`config.mk`:
```
export PLATFORM = sky130hd
export DESIGN_NAME = cau_cell
export DESIGN_NICKNAME = d
export VERILOG_FILES = /design/src/design/cau_pkg.sv /design/src/design/cau_cell.sv
export SDC_FILE = /design/constraint.sdc
export NUM_CORES = 1
export LEC_CHECK = 0
export BUFFER_PORTS_ARGS = -buffer_cell sky130_fd_sc_hd__buf_4
export CAP_MARGIN = 10
export CORE_AREA = 2 2 360 362
export CTS_BUF_LIST = sky130_fd_sc_hd__clkbuf_4
export CTS_CLUSTER_SIZE = 40
export DETAILED_ROUTE_END_ITERATION = 8
export DIE_AREA = 0 0 362 364
export PLACE_DENSITY = 0.44
export SYNTH_ARGS = -nofsm -noshare
export SYNTH_HDL_FRONTEND = slang
export SYNTH_SLANG_ARGS = --single-unit
```
`constraint.sdc`:
```
create_clock -name clk -period 1.1 [get_ports clk]
set_clock_uncertainty 0.15 [all_clocks]
set_input_delay 0.165 -clock clk [delete_from_list [all_inputs] [get_ports clk]]
set_output_delay 0.165 -clock clk [all_outputs]
set_load 0.1 [all_outputs]
```
`src/design/cau_pkg.sv`:
```
// shared types and constants for the complex arithmetic unit
`default_nettype none
package cau_pkg;

	localparam int WORD_BITS_DEF = 32;
	localparam int FRAC_BITS_DEF = 16;
	localparam int KIND_BITS     = 3;

	typedef enum logic [KIND_BITS-1:0] {
		KIND_ADD  = 3'd0,
		KIND_SUB  = 3'd1,
		KIND_MUL  = 3'd2,
		KIND_DIV  = 3'd3,
		KIND_NEG  = 3'd4,
		KIND_CONJ = 3'd5,
		KIND_MAG  = 3'd6,
		KIND_NONE = 3'd7
	} kind_t;

endpackage
`default_nettype wire

```
`src/design/cau_cell.sv`:
```
// one cell of the chain: a quotient bit on both divide lanes and a root bit
`default_nettype none
module cau_cell #(
	parameter int WORD_BITS = cau_pkg::WORD_BITS_DEF,
	parameter int SIDE_BITS = cau_pkg::KIND_BITS + 2*WORD_BITS + 6
) (
	input  wire logic                   clk,
	input  wire logic                   arst_n,
	input  wire logic                   en,
	input  wire logic                   in_valid,
	input  wire logic [SIDE_BITS-1:0]   in_side,
	input  wire logic [2*WORD_BITS-1:0] in_den,
	input  wire logic [2*WORD_BITS-1:0] in_rem_re,
	input  wire logic [WORD_BITS-1:0]   in_nq_re,
	input  wire logic [2*WORD_BITS-1:0] in_rem_im,
	input  wire logic [WORD_BITS-1:0]   in_nq_im,
	input  wire logic [2*WORD_BITS-1:0] in_rad,
	input  wire logic [WORD_BITS+1:0]   in_srem,
	input  wire logic [WORD_BITS-1:0]   in_sq,
	output logic                        out_valid,
	output logic [SIDE_BITS-1:0]        out_side,
	output logic [2*WORD_BITS-1:0]      out_den,
	output logic [2*WORD_BITS-1:0]      out_rem_re,
	output logic [WORD_BITS-1:0]        out_nq_re,
	output logic [2*WORD_BITS-1:0]      out_rem_im,
	output logic [WORD_BITS-1:0]        out_nq_im,
	output logic [2*WORD_BITS-1:0]      out_rad,
	output logic [WORD_BITS+1:0]        out_srem,
	output logic [WORD_BITS-1:0]        out_sq
);
	localparam int W = WORD_BITS;

	logic                 valid_q;
	logic [SIDE_BITS-1:0] side_q;
	logic [2*W-1:0]       den_q, rem_re_q, rem_im_q, rad_q;
	logic [W-1:0]         nq_re_q, nq_im_q, sq_q;
	logic [W+1:0]         srem_q;

	logic [2*W:0]   t_re, t_im, d_re, d_im;
	logic [W+3:0]   t_sq, trial, d_sq;
	logic           b_re, b_im, b_sq;

	always_comb begin
		t_re  = {in_rem_re, in_nq_re[W-1]};
		t_im  = {in_rem_im, in_nq_im[W-1]};
		d_re  = t_re - {1'b0, in_den};
		d_im  = t_im - {1'b0, in_den};
		b_re  = t_re >= {1'b0, in_den};
		b_im  = t_im >= {1'b0, in_den};
		t_sq  = {in_srem, in_rad[2*W-1:2*W-2]};
		trial = (W+4)'({in_sq, 2'b01});
		d_sq  = t_sq - trial;
		b_sq  = t_sq >= trial;
	end

	always_ff @(posedge clk or negedge arst_n) begin
		if (!arst_n) begin
			valid_q <= 1'b0;
		end else if (en) begin
			valid_q <= in_valid;
		end
	end

	always_ff @(posedge clk) begin
		if (en) begin
			side_q   <= in_side;
			den_q    <= in_den;
			rem_re_q <= b_re ? d_re[2*W-1:0] : t_re[2*W-1:0];
			rem_im_q <= b_im ? d_im[2*W-1:0] : t_im[2*W-1:0];
			nq_re_q  <= {in_nq_re[W-2:0], b_re};
			nq_im_q  <= {in_nq_im[W-2:0], b_im};
			rad_q    <= {in_rad[2*W-3:0], 2'b00};
			srem_q   <= b_sq ? d_sq[W+1:0] : t_sq[W+1:0];
			sq_q     <= {in_sq[W-2:0], b_sq};
		end
	end

	assign out_valid  = valid_q;
	assign out_side   = side_q;
	assign out_den    = den_q;
	assign out_rem_re = rem_re_q;
	assign out_nq_re  = nq_re_q;
	assign out_rem_im = rem_im_q;
	assign out_nq_im  = nq_im_q;
	assign out_rad    = rad_q;
	assign out_srem   = srem_q;
	assign out_sq     = sq_q;

endmodule
`default_nettype wire

```
==> metrics.cfg <==
[place]
place_inst=5581
dpl-instance-area_sq_um=40600
gp_congestion=0.934
place_ws_ps=-2760
io_buffers=920
post-dp-hpwl_microns=120000

[cells_and_area]
final_util_pct=43.2
fin_cells=6665
syn_to_final_growth_pct=122
fillers=12215
fin_nets=5494
final_area_sq_um=55500
drive_gt1_share_pct=50.6

[global_route]
grt_pass1_wl_microns=201000
grt_use_total_pct=21.5
grt_pass1_vias=29294
grt.overflow.total=0
grt_max_degree=55
antenna_found_initial=50

[status]
violations=hold timing, setup timing
status=finished with violations

[sta]
rsz0062_at_grt=yes
whs_ps=-932
hold_violations=201
clock.fmax_mhz=403
finalMaxSlewViolations=0
worst_pin_slew_ps=755
max_slew_margin_pct=49.5
layout_setup_ws_ps=-1380
min_period_ps=2480
setup_viol=890
min_period_over_period_pct=226

[power_and_ir_drop]
power_frac_comb_pct=48.2
static-leakage-power_nw=24.1
p_seq_share_pct=29.4
clock_power_share_pct=22.3
swShare_pct=43.3
power.switching_mw=33.7
p_int_mw=44.1
peakVddDrop_uv=1010
power_density_nw_per_um2=1400

[worst_setup_path]
cp-start-kind=primary input
critical_path_class=in -> reg
worstPathRequired_ps=1850
end_kind=register
critPathMaxFanout=4
arrival_ps=3240

[die]
io_pins=923
die_w_microns=362
std_cell_rows=132
dieArea_sq_um=132000
die_h_microns=364
start_util_pct=19.5
core-area_sq_um=128000

[drt]
via_per_inst=4.38
antenna_left=0
drt-total-wl_microns=156000
dr_total_vias=29167
firstDrtPassIters=5
initialDrtViolationCount=1467
drcViolationCount=0
wl_per_cell_microns=23.4

[clock_tree]
cts_inserted_buffers=141
cts.sinks=458
cts_root_buf=clkbuf_4
h-tree-depth=4
clock_latency_ps=1090
cts.reportedPaths.clkPinSlew_ps=70
cts_buffer_depth=3
cts_tree=yes

[synthesis]
seq_area_frac_synth_pct=54.9
yosys-top-cells-count=edfxtp_1 (457), nand2_1 (265), o21ai_0 (220), a21oi_1 (173), ha_1 (162)
ys_ff_latch=458
synth_top_area_cell=edfxtp_1
avgSynthCellArea_sq_um=11.1
async_flop_share_pct=0.218
ys.flop_type=edfxtp_1
syn_area_sq_um=25000
yosys.cell_types.count=83
netlist_instances=2256
synth-edff-count=457
yosysMostFrequentCell=edfxtp_1
synth.area.top_cells=edfxtp_1 (55%), ha_1 (8.1%), o21ai_0 (4.4%)
synth_warnings=0
synth_top_area_share_pct=54.8

[flow_run]
maxCapViolations=0

[worst_hold_path]
hp-class=in -> reg

through the flow:
| stage | TNS [ps] | total power [mW] |
|---|---|---|
| after CTS | -837550 | 73.8 |
| after global placement | -442370 | 53.7 |
| after floorplan | -341440 | 41.9 |
| after global routing | -732730 | 80.8 |
| after detailed placement | -447610 | 53.7 |
| final | -689090 | 77.8 |
cell families (layout without fill, tap and decap cells):
group           count (synthesis)  in the layout  synth area share, %
flops                         458            458                 54.9
xor+xnor                      142            142                 4.97
fa+ha+maj                     164            164                 8.26
mux                            10             10                0.445
buf+inv                       220           2928                 3.52
compound gates                688            688                 17.3
simple gates                  573            573                 10.6
other cells                     1             27               0.0150
area by class of cell:
| type | instances | area [sq um] | area share [%] |
|---|---|---|---|
| Tap cell | 1675 | 2100 | 3.78 |
| Inverter | 149 | 633 | 1.14 |
| Timing Repair Buffer | 2538 | 24000 | 43.4 |
| Antenna cell | 25 | 62.6 | 0.113 |
| Clock buffer | 196 | 1470 | 2.65 |
| Multi-Input combinational cell | 1579 | 13100 | 23.7 |
| Sequential cell | 458 | 13800 | 24.8 |
| Clock inverter | 45 | 270 | 0.487 |
cells in the final DEF, fill, tap and decap left out, drive strengths merged, types with 6 or more instances in the layout:
master / synthesis / final
buf: 26 / 1809
dlygate4sd3: 0 / 705
edfxtp: 457 / 457
nand2: 265 / 265
o21ai: 229 / 229
clkbuf: 45 / 218
a21oi: 175 / 175
ha: 162 / 162
inv: 149 / 155
nor2: 97 / 97
a21o: 79 / 79
xor2: 74 / 74
xnor2: 68 / 68
nand4: 39 / 39
o21bai: 34 / 34
clkinv: 0 / 34
nor3: 29 / 29
diode: 0 / 25
nand3: 25 / 25
nor2b: 23 / 23
a31oi: 21 / 21
o21a: 20 / 20
o31ai: 20 / 20
and2: 17 / 17
a211oi: 16 / 16
o211ai: 15 / 15
nand2b: 15 / 15
and3: 15 / 15
a21boi: 13 / 13
or3: 11 / 11
nor4: 10 / 10
mux2: 9 / 9
o31a: 8 / 8
or4: 7 / 7
a31o: 6 / 6
a41oi: 6 / 6
worst max-delay path, cell delays in order:
cell,delay [ps]
buf_4,90
inv_2,50
ha_4,270
o21a_1,150
o31ai_4,110
buf_4,140
a311o_1,310
o211a_1,320
o41a_4,420
o311a_4,360
o41ai_4,360
buf_6,170
a221oi_2,60
xor2_1,190
o21ai_2,70
sequential cells by signal, indices dropped and copies added (netlist names):
signal,flops
out_nq_im,32
out_sq,32
out_rem_im,64
out_rad,62
out_den,64
out_nq_re,32
out_valid,1
out_srem,34
out_side,73
out_rem_re,64
path summary, 6_finish.rpt:
check | start | to | slack [ps] | cells after the start
worst max-delay path | in_den[2] | out_rem_re[63]$_DFFE_PP_ | -1380 | 15
worst min-delay path | in_den[58] | out_den[58]$_DFFE_PP_ | -930 | 1
worst max register to register | out_valid$_DFFE_PN0P_ | out_valid$_DFFE_PN0P_ | 60 | 1
worst min register to register | out_valid$_DFFE_PN0P_ | out_valid$_DFFE_PN0P_ | 480 | 1
max in group asynchronous | arst_n | out_valid$_DFFE_PN0P_ | 360 | 4
min in group asynchronous | arst_n | out_valid$_DFFE_PN0P_ | 320 | 4
per-layer routing:
| layer | GRT usage [%] | vias up | share of wire (%) |
|---|---|---|---|
| li1 | - | 13727 | - |
| met1 | 22.4 | 14047 | 36 |
| met2 | 37.9 | 1026 | 50 |
| met3 | 6.55 | 331 | 7.1 |
| met4 | 13.1 | 36 | 6.5 |
| met5 | 0 | - | 0.14 |
power groups by stage:
stage | Combinational, mW | Sequential (mW) | Clock [mW]
after floorplan | 5.96 | 35.9 | 0
after global placement | 30.9 | 22.8 | 0
after detailed placement | 30.9 | 22.8 | 0
after CTS | 33.4 | 22.5 | 17.9
after global routing | 39.0 | 23.0 | 18.8
final | 37.5 | 22.9 | 17.4
timing repair:
action / in CTS / in global routing
gates resized for setup: 122 / 1064
gates cloned: 0 / 32
hold buffers: 673 / 78
endpoints found under the setup margin: 623 / 1149
setup buffers: 3 / 81
pin swaps: 1 / 193
hold endpoints to repair: 916 / 275
No activity file was read; power rests on OpenSTA's default activity.
